$ cat src/sv/tcc_delay.sv
// ---------------------------------------------------------------------------
// tcc_delay
// side-band shift line that keeps data aligned with the compute pipeline
// ---------------------------------------------------------------------------
module tcc_delay #(
  parameter int WIDTH = 8,
  parameter int DEPTH = 4
) (
  input  logic             clk,
  input  logic             en,
  input  logic [WIDTH-1:0] din,
  output logic [WIDTH-1:0] dout
);

  logic [WIDTH-1:0] taps [DEPTH];

  // shift on pipeline advance
  always_ff @(posedge clk) begin
    if (en) begin
      taps[0] <= din;
      for (int i = 1; i < DEPTH; i++) begin
        taps[i] <= taps[i-1];
      end
    end
  end

  assign dout = taps[DEPTH-1];

endmodule

$ cat config.mk
export PLATFORM = sky130hd
export DESIGN_NAME = tcc_delay
export DESIGN_NICKNAME = d
export VERILOG_FILES = /design/src/sv/tcc_delay.sv
export SDC_FILE = /design/constraint.sdc
export NUM_CORES = 1
export LEC_CHECK = 0
export BUFFER_PORTS_ARGS = -buffer_cell sky130_fd_sc_hd__buf_2
export CORE_MARGIN = 1.5
export CORE_UTILIZATION = 31
export DETAILED_ROUTE_END_ITERATION = 16
export PLACE_DENSITY_LB_ADDON = 0.05
export SETUP_SLACK_MARGIN = 0.15
export SLEW_MARGIN = 20
export SYNTH_ARGS = -nofsm -noshare
export SYNTH_HDL_FRONTEND = slang
export SYNTH_SLANG_ARGS = --single-unit
export TNS_END_PERCENT = 1
$ cat constraint.sdc
create_clock -name clk -period 1.8 [get_ports clk]
set_input_delay 0.18 -clock clk [delete_from_list [all_inputs] [get_ports clk]]
set_output_delay 0.18 -clock clk [all_outputs]
set_load 0.02 [all_outputs]
==> impl_metrics.json <==
{
  "grt_max_degree": 33,
  "cts_hold_buf": 0,
  "fillers": 284,
  "diodes": 0,
  "synth_cells": 32,
  "numClockSinks": 32,
  "die_x_um": 58.7,
  "hp-class": "input port to flop",
  "reg2regPathDepth": 0,
  "die-height_um": 58.7,
  "syn_to_final_growth_pct": 17.1,
  "layout-drive-gt1-share_pct": 40.7,
  "tns_ns": 0,
  "avgViaCountPerCell": 4.21,
  "relSlewSlack_pct": 54.8,
  "path_max_fanout": 1,
  "rsz0062_at_grt": "no",
  "grt_pass1_wl_um": 1640,
  "finish.utilization_pct": 37.5,
  "nets": 66,
  "synth_cell_types": 1,
  "reg2reg_slack_ns": 1.15,
  "yosys_warnings": 0,
  "powerDensity_nw_per_um2": 1110,
  "grtUsageTotal_pct": 7.50,
  "remaining_drc_errors": 0,
  "largest_reg_flops": 32,
  "cp_data_required_time_ns": 1.62,
  "yosys.area_share.adder_pct": 0,
  "max_stage_delay_ns": 0.38,
  "ctsLongestPathBuffers": 2,
  "muxShareOfSynthArea_pct": 0,
  "drt_pass1_iterations": 2,
  "clk_pin_slew_ns": 0.08,
  "core_um2": 3000,
  "setup_viol": 0,
  "num-multi-input-gates": 0,
  "crit_buf_inv": 1,
  "synth_xor_area_share_pct": 0,
  "top_register": "taps",
  "clock_skew_ns": 0.00203,
  "synth-compound-area-share_pct": 0,
  "top_usage_layer": "met2",
  "use_met1_pct": 6.55,
  "overflow": 0,
  "multi_input_area_um2": 0,
  "die_area_um2": 3440,
  "htreeDepth": 2,
  "endpoint_kind": "output pin",
  "synth_area_um2": 961,
  "wl_per_cell_um": 11.9,
  "cts-root-buf": "clkbuf_4",
  "avgSynthCellArea_um2": 30.0,
  "syn_nets": 42,
  "cts_resized": 0,
  "vias": 366,
  "tightest_slew_ns": 0.678,
  "leakagePower_nw": 0.403,
  "status": "finished clean",
  "io_pins": 18,
  "slew_violations": 0,
  "whs_path_depth": 1,
  "timing.rr.end": "taps[2][5]$_DFFE_PP_",
  "vdd_drop_max_mv": 0.487,
  "gp_congestion": 0.560,
  "path_class": "flop to output pin",
  "start_util_pct": 32.0,
  "largestRegisters": "taps x32",
  "postRouteAntennaNets": 0,
  "r2r-start": "taps[1][5]$_DFFE_PP_",
  "hold_violations": 0,
  "maxCapViolations": 0,
  "slowest_stage": "edfxtp_1",
  "drtIter0Drc": 6,
  "startpoint_type": "flop",
  "routed_wl_um": 1040,
  "antenna_found_initial": 0,
  "io_buffer_count": 17,
  "num_rows": 20,
  "cpLargestDelayFamily": "flip-flops",
  "path_cells": "buf_2",
  "period_minus_slack_ns": 1.03,
  "grt_util_met3_pct": 6.81,
  "cts_buffers": 5,
  "grtUsageMet2_pct": 11.1,
  "grt_pass1_vias": 388,
  "cts_setup_buffers": 0,
  "tritoncts": "yes",
  "clock_latency_ns": 0.31,
  "max_freq_mhz": 968,
  "yosys.area_share.simple_pct": 0,
  "ys_seq_area_share_pct": 100,
  "synth-seq-cells": 32,
  "fin_crit_sh_pct": 57.4,
  "crit_arrival_ns": 0.85,
  "min_to": "taps[0][6]$_DFFE_PP_",
  "worstHoldStart": "din[6]"
}
## placed cells by master (no fill, tap or decap)
cell | synthesis | layout
edfxtp_1 | 32 | 32
buf_2 | 0 | 17
clkbuf_4 | 0 | 5
## Yosys cell counts
cell | instances | area (µm²)
edfxtp_1 | 32 | 961
## cells by family (layout without fill, tap and decap cells)
| kind of cell | count (synthesis) | after routing |
|---|---|---|
| flops | 32 | 32 |
| buf+inv | 0 | 22 |
## per-layer routing
metal | vias up | wire length, µm
li1 | 176 | -
met1 | 163 | 386
met2 | 23 | 498
met3 | 4 | 127
met4 | 0 | 25
met5 | - | 0
## worst max-delay path by stage
stage | cells after the start | slack, ns | endpoint | start
3_3_place_gp | 1 | 0.77 | taps[3][7]$_DFFE_PP_ | en
2_1_floorplan | 0 | 1.17 | dout[0] | taps[3][0]$_DFFE_PP_
6_report | 1 | 0.77 | dout[6] | taps[3][6]$_DFFE_PP_
3_5_place_dp | 1 | 0.69 | taps[3][7]$_DFFE_PP_ | en
5_1_grt | 1 | 0.69 | dout[6] | taps[3][6]$_DFFE_PP_
4_1_cts | 1 | 0.74 | dout[6] | taps[3][6]$_DFFE_PP_
## cell type report
class | instances | area (µm²) | area share (%)
sequential | 32 | 961 | 85.4
timing repair buffer | 17 | 85.1 | 7.56
tap | 33 | 41.3 | 3.67
clock buffer | 5 | 37.5 | 3.34
## through the flow
step | instances | cell area (µm²) | hold WS, ns | setup WS (ns) | total power, W
finish | 87 | 1120 | 0.0431 | 0.767 | 0.00125
global route | 87 | 1120 | 0.0123 | 0.693 | 0.00131
CTS | 87 | 1120 | 0.0250 | 0.736 | 0.00127
detailed placement | 82 | 1090 | 0.358 | 0.690 | 0.000952
global placement | 82 | 1090 | 0.357 | 0.767 | 0.000944
floorplan | 32 | 961 | 0.279 | 1.17 | 0.000916
## power breakdown
part           leakage [nW]  internal [W]  switching, W
Sequential            0.313      0.000877     0.0000112
Combinational        0.0669     0.0000133     0.0000312
Clock                0.0230      0.000130      0.000188
Total                 0.403       0.00102      0.000230
(Power assumes the default switching activity.)
