==> config.mk <==
export PLATFORM = sky130hd
export DESIGN_NAME = tcc_isqrt
export DESIGN_NICKNAME = d
export VERILOG_FILES = /design/src/sv/tcc_isqrt.sv
export SDC_FILE = /design/constraint.sdc
export NUM_CORES = 1
export LEC_CHECK = 0
export BUFFER_PORTS_ARGS = -buffer_cell sky130_fd_sc_hd__buf_2
export CELL_PAD_IN_SITES_DETAIL_PLACEMENT = 0
export CELL_PAD_IN_SITES_GLOBAL_PLACEMENT = 2
export CORE_MARGIN = 5
export CORE_UTILIZATION = 45
export DETAILED_ROUTE_END_ITERATION = 8
export PLACE_DENSITY = 0.88
export SKIP_LAST_GASP = 1
export SLEW_MARGIN = 30
export SYNTH_ARGS = -nofsm -noshare
export SYNTH_HDL_FRONTEND = slang
export SYNTH_SLANG_ARGS = --single-unit
==> constraint.sdc <==
create_clock -name clk -period 3.65 [get_ports clk]
set_input_delay 0.73 -clock clk [delete_from_list [all_inputs] [get_ports clk]]
set_output_delay 0.73 -clock clk [all_outputs]
set_load 0.005 [all_outputs]
==> src/sv/tcc_isqrt.sv <==
// ---------------------------------------------------------------------------
// tcc_isqrt
// pipelined floor square root, one result bit per stage
// ---------------------------------------------------------------------------
module tcc_isqrt (
  input  logic        clk,
  input  logic        en,
  input  logic [31:0] radicand,
  output logic [15:0] root
);

  logic [31:0] v [17];
  logic [32:0] r [17];

  assign v[0] = radicand;
  assign r[0] = '0;

  for (genvar k = 0; k < 16; k++) begin : g_stage
    localparam logic [32:0] BIT = 33'd1 << (30 - 2 * k);
    logic [32:0] trial;
    logic        take;

    // trial subtract of the current bit
    assign trial = r[k] + BIT;
    assign take  = {1'b0, v[k]} >= trial;

    always_ff @(posedge clk) begin
      if (en) begin
        if (take) begin
          v[k+1] <= v[k] - trial[31:0];
          r[k+1] <= (r[k] >> 1) + BIT;
        end else begin
          v[k+1] <= v[k];
          r[k+1] <= r[k] >> 1;
        end
      end
    end
  end

  assign root = r[16][15:0];

endmodule

==> key figures <==
Clock network
  – Postcts setup bufs: 0
  – Post-cts resize count: 0
  – Clock buffer depth: 3
  – Hold-fix buffers at CTS: 0
  – CTS tree: yes
  – Worst-path clk slew: 0.06 ns
  – Clock Latency Late Sink: 0.62 ns
  – Clock Root Buffer: clkbuf_16
  – CTS H-tree lvls: 3
  – CTS sink cnt: 616
  – Total CTS buffers: 69

Final layout
  – Final Net Count: 2534
  – Ant diodes: 0
  – Most common cell after layout, fill and taps aside: edfxtp_1
  – Commonest cells after routing, fill and taps aside: edfxtp_1, inv_1, ha_1, nor2_1, nand2_1
  – Core Util, Final: 50.9%
  – Share of layout cells above drive strength 1: 9.22%
  – Syn-to-layout area delta: 12.5%

GRT
  – First-pass GRT wire length: 94700 um
  – Global route total overflow: 0
  – Maximum number of pins on one net before global-route repair: 91
  – Total GRT Usage: 17.0%
  – Initial antenna violation count: 3
  – Vias in the first global route: 17700

Synth
  – XOR/XNOR Fraction of Synth Area: 5.63%
  – Yosys warns: 0
  – Main synth FF type: edfxtp_1
  – Post-synthesis compound-gate area fraction: 8.13%
  – Post-Syn Instances: 2229
  – Library cells used by synthesis: 83
  – Mean Syn Cell Area: 13.0 um2
  – FFs w/ async S/R, synth: 0%
  – Mux cell area share after synthesis: 1.51%
  – Adder-Cell Fraction of Synth Area: 6.45%
  – Syn Nets: 2413
  – Synthesized cell area: 29100 um2
  – Simple-Gate Fraction of Synth Area: 11.9%
  – Main combinational cell family by area after synthesis: simple AND/OR/NAND/NOR gates
  – Register area share after synthesis: 63.6%
  – Count of state elements after synthesis: 616
  – Number of synthesized flops with an enable pin: 616

Route
  – DRC Markers: 0
  – Wire per inst: 18.3 um
  – First DRT Iteration DRCs: 1063
  – Total vias in the final route: 17400
  – Vias per inst: 5.36
  – Pre-antenna DRT Iters: 7
  – Post-route ant nets: 0
  – Final WL: 59700 um

Worst hold path
  – Hold depth: 1
  – HP Class: input pin to flip-flop
  – Hold Path Origin: radicand[22]

Setup path
  – Crit path buffers/inverters: 1
  – Crit Path Max Fanout: 5
  – Setup CP Type: flip-flop to flip-flop
  – WP data arrival: 3.77 ns
  – Critical Path Start Type: flip-flop
  – CP startpoint: v[116]
  – Worst Setup End Kind: flip-flop
  – Worst R2R Path Depth: 8
  – Critical path's largest stage delay: 0.76 ns
  – Crit path depth: 8
  – Crit-path cells: nor3_1 > nand2_1 > nor4_1 > buf_4 > a31oi_2 > a21oi_1 > or4b_2 > xnor2_1
  – Req. time, crit path: 4.02 ns
  – Slowest cell on the critical path: nor3_1
  – Crit-path leading delay family: simple AND/OR/NAND/NOR gates
  – Reg-to-reg critical path startpoint: v[116]

STA
  – Fin Hold WS: 0.295 ns
  – Setup-failing EPs final: 0
  – Unrepaired setup endpoints after global routing: false
  – Fin crit share: 93.3%
  – Final Hold Violating Endpoints: 0
  – Setup Skew: 0.0513 ns
  – Max-slew violations: 0
  – F_max: 294 MHz
  – Tmin final: 3.41 ns
  – Worst slew pin tran: 0.973 ns
  – Worst slew margin: 34.5%
  – Final setup TNS: 0 ns

Job
  – Max-cap viol count: 0

Floorplanning
  – Die height: 264 um
  – Die area: 69800 um2
  – I/O pin count: 50
  – Starting Density: 45.3%
  – FP Rows: 93
  – Core Footprint: 64200 um2
  – Die width: 264 um

Placement
  – DP Wirelength: 44800 um
  – Buffers on Ports: 49
  – Gpl congestion: 0.879

Power
  – Static Leak: 0.0123 uW
  – Worst vdd ir: 459 uV
  – Pwr/cell area: 576 nW/um2

Run status
  – Status: finished, final reports clean
[synth_stat cells, types with 31 or more instances]
master	instances	area share [%]
a21o_1	32	0.83
a21oi_1	107	1.8
edfxtp_1	616	64
ha_1	150	6.5
inv_1	181	2.3
nand2_1	130	1.7
nand3_1	40	0.69
nor2_1	143	1.8
nor3_1	71	1.2
nor4_1	74	1.6
o21a_1	32	0.83
o21ai_0	96	1.7
or3_1	31	0.67
xnor2_1	101	3.0
xor2_1	86	2.6
[through the flow]
step                      power [uW]  setup slack (ns)  instances  instance area, um2
after floorplan                11600             0.813       2229               29100
after global placement         12600             0.321       3134               30600
after detailed placement       12600             0.280       3134               30600
after CTS                      19100             0.298       3253               32700
after global routing           19800            0.0249       3253               32700
final                          18800             0.244       3253               32700
[worst paths after layout]
kind                               end  slack (ns)
worst max-delay path             v[88]        0.24
worst min-delay path            v[502]        0.29
worst max register to register   v[88]        0.24
worst min register to register  r[114]        0.42
[cell families after synthesis]
family | count (synthesis)
AOI/OAI and AO/OA | 372
buffers and inverters | 211
adders and majority gates | 150
xor gates and xnor gates | 187
muxes | 40
DFF | 616
and+or+nand+nor | 653
[final cells by class]
cell class,instances,area (um2)
clock buffers,84,1780
fillers,5457,31500
flip-flops and latches,616,18500
inverters,182,683
clock inverters,35,333
well taps,855,1070
multi-input cells,1402,9780
repair buffers,79,568
[registers in the layout, summed over array words and instances, names as in the netlist]
register,flops
v,480
r,120
root,16
[worst register-to-register path, delay by kind of cell, from the launching register on]
family / cells / cell delay [ns]
AOI/OAI and AO/OA: 2 / 0.37
buffers and inverters: 1 / 0.22
DFF: 1 / 0.50
xor gates and xnor gates: 1 / 0.14
and+or+nand+nor: 4 / 1.96
[layer usage]
| layer | track usage, % | vias up | share of wire [%] |
|---|---|---|---|
| met5 | 0 | - | 0.069 |
| met4 | 6.67 | 6 | 4.2 |
| met3 | 3.31 | 139 | 4.0 |
| met2 | 30.7 | 336 | 51 |
| met1 | 19.9 | 8349 | 40 |
| li1 | - | 8609 | - |
[power by group]
group	leakage, uW	switching, uW	internal (uW)	total, uW
Combinational	0.00542	1680	1300	2980
Clock	0.00102	2780	3600	6380
Sequential	0.00590	611	8880	9490
Total	0.0123	5070	13800	18800
(Power assumes the default switching activity.)
