--- src/sv/tcc_pkg.sv ---
// ---------------------------------------------------------------------------
// tcc_pkg
// constants, widths and the arctangent table shared by the compass pipeline
// ---------------------------------------------------------------------------
package tcc_pkg;

  // screen defaults
  localparam int SCREEN_WIDTH_DEF   = 128;
  localparam int SCREEN_HEIGHT_DEF  = 160;
  localparam int OFFSET_DIVISOR_DEF = 2;

  // field widths
  localparam int ANGLE_W = 16;
  localparam int TRIG_W  = 16;
  localparam int SAMP_W  = 16;
  localparam int DOT_X_W = 7;
  localparam int DOT_Y_W = 8;

  // cordic data paths
  localparam int CORDIC_STEPS = 16;
  localparam int VEC_W        = 36;
  localparam int VZ_W         = 21;
  localparam int ROT_W        = 33;
  localparam int RZ_W         = 20;

  // fixed-point constants
  localparam int PI_Q16      = 205887;
  localparam int HALF_PI_Q16 = 102944;
  localparam int PI_Q13      = 25736;
  localparam int ONE_Q14     = 16384;
  localparam int CORDIC_K30  = 652032875;

  // atan(2^-i) in Q.16
  localparam logic [15:0] ATAN_TAB [CORDIC_STEPS] = '{
    16'd51472, 16'd30386, 16'd16055, 16'd8150, 16'd4091, 16'd2047, 16'd1024, 16'd512,
    16'd256, 16'd128, 16'd64, 16'd32, 16'd16, 16'd8, 16'd4, 16'd2
  };

  // pipeline latencies
  localparam int SQ_LAT   = 1;
  localparam int SQRT_LAT = 16;
  localparam int VEC_LAT  = CORDIC_STEPS + 2;
  localparam int ROT_LAT  = CORDIC_STEPS + 2;
  localparam int TILT_LAT = 3;
  localparam int DOT_LAT  = 3;

endpackage

--- src/sv/tcc_dot.sv ---
// ---------------------------------------------------------------------------
// tcc_dot
// one screen coordinate of the dot: scale, divide, offset and clamp
// ---------------------------------------------------------------------------
module tcc_dot #(
  parameter int LIMIT   = 128,
  parameter int DIVISOR = 2,
  parameter int OUT_W   = 7
) (
  input  logic                               clk,
  input  logic                               en,
  input  logic                               action,
  input  logic signed [tcc_pkg::ANGLE_W-1:0] tilt,
  input  logic signed [tcc_pkg::TRIG_W-1:0]  trig,
  output logic [OUT_W-1:0]                   pos
);
  import tcc_pkg::*;

  localparam int HALF  = LIMIT / 2;
  localparam int DIV   = (DIVISOR < 1) ? 1 : DIVISOR;
  localparam int RECIP = (65536 + DIV - 1) / DIV;
  localparam int PW    = 26;
  localparam int MW    = 12;
  localparam int QW    = 29;
  localparam int SW    = 13;

  logic signed [PW-1:0] prod, prod_abs;
  logic                 act1;
  logic [MW-1:0]        mag;
  logic [QW-1:0]        scaled;
  logic                 neg2;
  logic signed [SW-1:0] quot, off, sum;

  // stage 1: scale the selected value by the half screen
  always_ff @(posedge clk) begin
    if (en) begin
      prod <= (action ? PW'(trig) : PW'(tilt)) * PW'(HALF);
      act1 <= action;
    end
  end

  // stage 2: truncate the fraction and multiply by the divisor reciprocal
  assign prod_abs = (prod < 0) ? -prod : prod;
  assign mag      = act1 ? MW'(prod_abs >>> 14) : MW'(prod_abs >>> 13);

  always_ff @(posedge clk) begin
    if (en) begin
      scaled <= QW'(mag) * QW'(RECIP);
      neg2   <= act1 ? (prod < 0) : (prod > 0);
    end
  end

  // stage 3: offset from center and clamp to the screen
  assign quot = SW'(scaled >> 16);
  assign off  = neg2 ? -quot : quot;
  assign sum  = off + SW'(HALF + 1);

  always_ff @(posedge clk) begin
    if (en) begin
      if (sum < 0) pos <= '0;
      else if (sum > SW'(LIMIT - 1)) pos <= OUT_W'(LIMIT - 1);
      else pos <= OUT_W'(sum);
    end
  end

endmodule

--- config.mk ---
export PLATFORM = sky130hd
export DESIGN_NAME = tcc_dot
export DESIGN_NICKNAME = d
export VERILOG_FILES = /design/src/sv/tcc_pkg.sv /design/src/sv/tcc_dot.sv
export SDC_FILE = /design/constraint.sdc
export NUM_CORES = 1
export LEC_CHECK = 0
export BUFFER_PORTS_ARGS = -buffer_cell sky130_fd_sc_hd__buf_4
export CAP_MARGIN = 25
export CELL_PAD_IN_SITES_DETAIL_PLACEMENT = 0
export CELL_PAD_IN_SITES_GLOBAL_PLACEMENT = 1
export CORE_MARGIN = 2
export CORE_UTILIZATION = 40
export DETAILED_ROUTE_END_ITERATION = 10
export PLACE_DENSITY_LB_ADDON = 0.1
export SLEW_MARGIN = 20
export SYNTH_ARGS = -nofsm -noshare
export SYNTH_HDL_FRONTEND = slang
export SYNTH_SLANG_ARGS = --single-unit
--- constraint.sdc ---
create_clock -name clk -period 3.75 [get_ports clk]
set_clock_uncertainty 0.2 [all_clocks]
set_input_delay 0.1875 -clock clk [delete_from_list [all_inputs] [get_ports clk]]
set_output_delay 0.1875 -clock clk [all_outputs]
set_load 0.03 [all_outputs]
==> summary.txt <==
Pwr
  • Cell Pwr Density: 340 mW/mm^2
  • Peak supply drop: 177 uV
  • Leakage: 1.20 nW

Setup path
  • WS Path Type: flip-flop to flip-flop
  • Critical Path AT: 3.22 ns
  • CP Max Fanout: 8
  • Reg2Reg Depth: 9
  • Kind of cell adding the most delay to the critical path: compound AO/OA/AOI/OAI gates
  • Setup slack, reg-to-reg: 0.34 ns
  • FF-to-FF End: pos[6]
  • CP max stage delay: 0.52 ns
  • Critical Path RT: 3.56 ns
  • CP max stage cell: or3b_2
  • Ordered list of cells on the worst path: inv_1, ha_1, or3b_2, or4b_1, o21ai_0, a22oi_1, a21o_1, a211oi_2, a41oi_1
  • Crit end category: flip-flop
  • CP Buf/Inv Count: 1
  • Crit start category: flip-flop
  • Origin of the critical flop-to-flop path: scaled[16]

Cells and area
  • Area growth syn-to-layout: 30.0%
  • Final instance area: 0.00326 sq mm
  • Multi-input gate area: 0.00134 sq mm
  • Layout fillers: 531
  • Diode count: 0
  • FF/Latch Area: 0.00108 sq mm
  • Nets: 348
  • Share of layout cells above drive strength 1: 0.277

STA
  • Fin Setup TNS: 0 ns
  • RSZ-0062 raised after global routing: false
  • Slew @ Worst Pin: 0.569 ns
  • Crit path time final: 3.41 ns
  • Max Freq: 293 MHz
  • Max-slew headroom: 0.617
  • Final period util: 0.910
  • Final hold vios: 0
  • Final Slew Violations: 0
  • Setup violators final: 0

Routing
  • Total vias in the final route: 2103
  • Wire length per cell: 14.0 microns
  • DR vias/cell: 5.45
  • Total wire length: 5390 microns
  • Post-route ant nets: 0
  • DRC viols: 0
  • Drt pass-1 iters: 4
  • 1st-iter DRT viols: 62

Die
  • Chip width: 83.2 microns
  • Die height: 83.2 microns
  • Ports: 42
  • Initial Util: 0.419
  • Cell row count: 28
  • Core area: 0.00599 sq mm
  • Die area: 0.00692 sq mm

Yosys
  • FFs w/ async S/R, synth: 0
  • Netlist cell types: 60
  • Area of the mapped netlist: 0.00251 sq mm
  • Ys flop type: edfxtp_1
  • Area leader, netlist: edfxtp_1
  • Warnings from Yosys: 0
  • Post-synthesis sequential area ratio: 0.431
  • Yosys top cell area share: 0.431
  • Syn_area_per_cell: 10.5 sq um
  • Synth area leaders: edfxtp_1 43%, mux2_2 7.2%, xnor2_1 3.8%, o21ai_0 3.6%, nand2_1 2.5%
  • Post-synth EDFFs: 36
  • Gate Count Post-Synth: 240
  • #FFs+latches synth: 36

Clock tree
  • Longest Clk Path Bufs: 2
  • # H-tree levels: 2
  • Root buf cell: clkbuf_8
  • Clock slew at reported path FFs: 0.07 ns
  • CTS tree: done
  • Post-CTS sizing: 0
  • Later-pin clock latency in the skew report: 0.29 ns
  • Hold buffers post-CTS: 26
  • Post-CTS Setup Bufs: 0
  • CTS Buf Count: 5
  • Clk sinks: 36

Min path
  • Hold endpoint: prod[6]
  • Hold Path Depth: 2
  • Hold WC Path Type: primary input to flip-flop
  • Hold Crit Start: trig[0]

Global route
  • Vias in the first global route: 2075
  • Grt ovf: 0
  • First-pass GRT wire length: 9400 microns
  • Largest net degree at the start of global routing: 37
  • GRT Total Usage: 0.164
  • Initial antenna violation count: 0

Run status
  • Status: finished, final reports clean

Place
  • Post-DP Area: 0.00292 sq mm
  • # port buffers: 41
  • Post-DP HPWL: 3710 microns
  • Final Wtd Congestion: 0.762

Flow run
  • Reported max-cap violation count: 0
worst max-delay path by stage:
stage	start	endpoint	slack, ns	cells after the start
finish	scaled[16]	pos[6]	0.34	9
global route	scaled[16]	pos[6]	0.12	9
global placement	scaled[16]	pos[1]	0.40	13
floorplan	neg2	pos[3]	0.32	11
detailed placement	scaled[16]	pos[6]	0.37	9
CTS	scaled[16]	pos[6]	0.35	9
kinds of logic (layout without fill, tap and decap cells):
logic type	count (synthesis)	count (layout)	share of synthesized area
AO/OA/AOI/OAI	73	73	0.216
AND/OR/NAND/NOR	72	72	0.168
XOR/XNOR	14	14	0.0489
adder cells (fa/ha/maj)	3	3	0.0150
multiplexers	19	19	0.0838
buffers and inverters	22	91	0.0364
other	1	3	0.00149
flip-flops	36	36	0.431
cell usage after synthesis (2+ instances only):
master     number
xor2_1          3
o22ai_1         3
ha_1            3
o21a_1          2
mux2_2         16
o2bb2ai_1       2
a21oi_1        12
a22oi_1         4
a31o_2          3
or4_1           2
or3_1           4
clkbuf_1       12
inv_1           8
a211oi_1        2
and4b_1         2
o21ai_0        18
mux2i_1         3
nor4bb_1        2
or2_2           2
nor3_1          6
xnor2_1        11
edfxtp_1       36
a41oi_1         7
a211o_1         2
nor2_1         10
nand3_1         3
nand2b_1        5
nor4_1          3
o31ai_1         3
nand2_1        17
nor2b_1         5
stage by stage:
step	utilization	hold WS (ns)	cells	power, mW	setup slack, ns
detailed placement	0.487	0.292	352	0.820	0.373
floorplan	-	0.0864	242	0.727	0.318
global placement	0.487	0.291	352	0.819	0.395
global route	0.544	0.00121	386	1.18	0.120
CTS	0.544	0.00260	386	1.12	0.352
finish	0.544	0.0102	386	1.11	0.337
sequential cells by signal, summed over array words and instances (netlist names):
signal / flops
prod: 16
scaled: 11
pos: 7
act1: 1
neg2: 1
cell type report:
class | instances | area share
repair buffers | 75 | 0.193
inverters | 8 | 0.00921
multi-input cells | 184 | 0.412
clock buffers | 6 | 0.0223
flip-flops and latches | 36 | 0.332
well taps | 75 | 0.0288
clock inverters | 2 | 0.00345
routing by layer:
| metal | vias to the layer above | GRT usage | share of wire |
|---|---|---|---|
| met1 | 987 | 0.200 | 0.45 |
| met3 | 6 | 0.0318 | 0.035 |
| met2 | 42 | 0.293 | 0.50 |
| met4 | 0 | 0.0492 | 0.013 |
| met5 | - | 0 | 0 |
| li1 | 1068 | - | - |
report_power, final:
group	switching, mW	internal (mW)
clock	0.142	0.129
sequential	0.0418	0.490
combinational	0.150	0.158
placed cells by master, fill, tap and decap left out, types with 6 or more instances in the layout:
cell type / netlist / final
a21oi_1: 12 / 12
a41oi_1: 7 / 7
buf_4: 0 / 49
dlygate4sd3_1: 0 / 26
edfxtp_1: 36 / 36
inv_1: 8 / 8
mux2_2: 16 / 16
nand2_1: 17 / 17
nor2_1: 10 / 10
nor3_1: 6 / 6
o21ai_0: 18 / 18
xnor2_1: 11 / 11
Power figures use the tool's default switching activity.
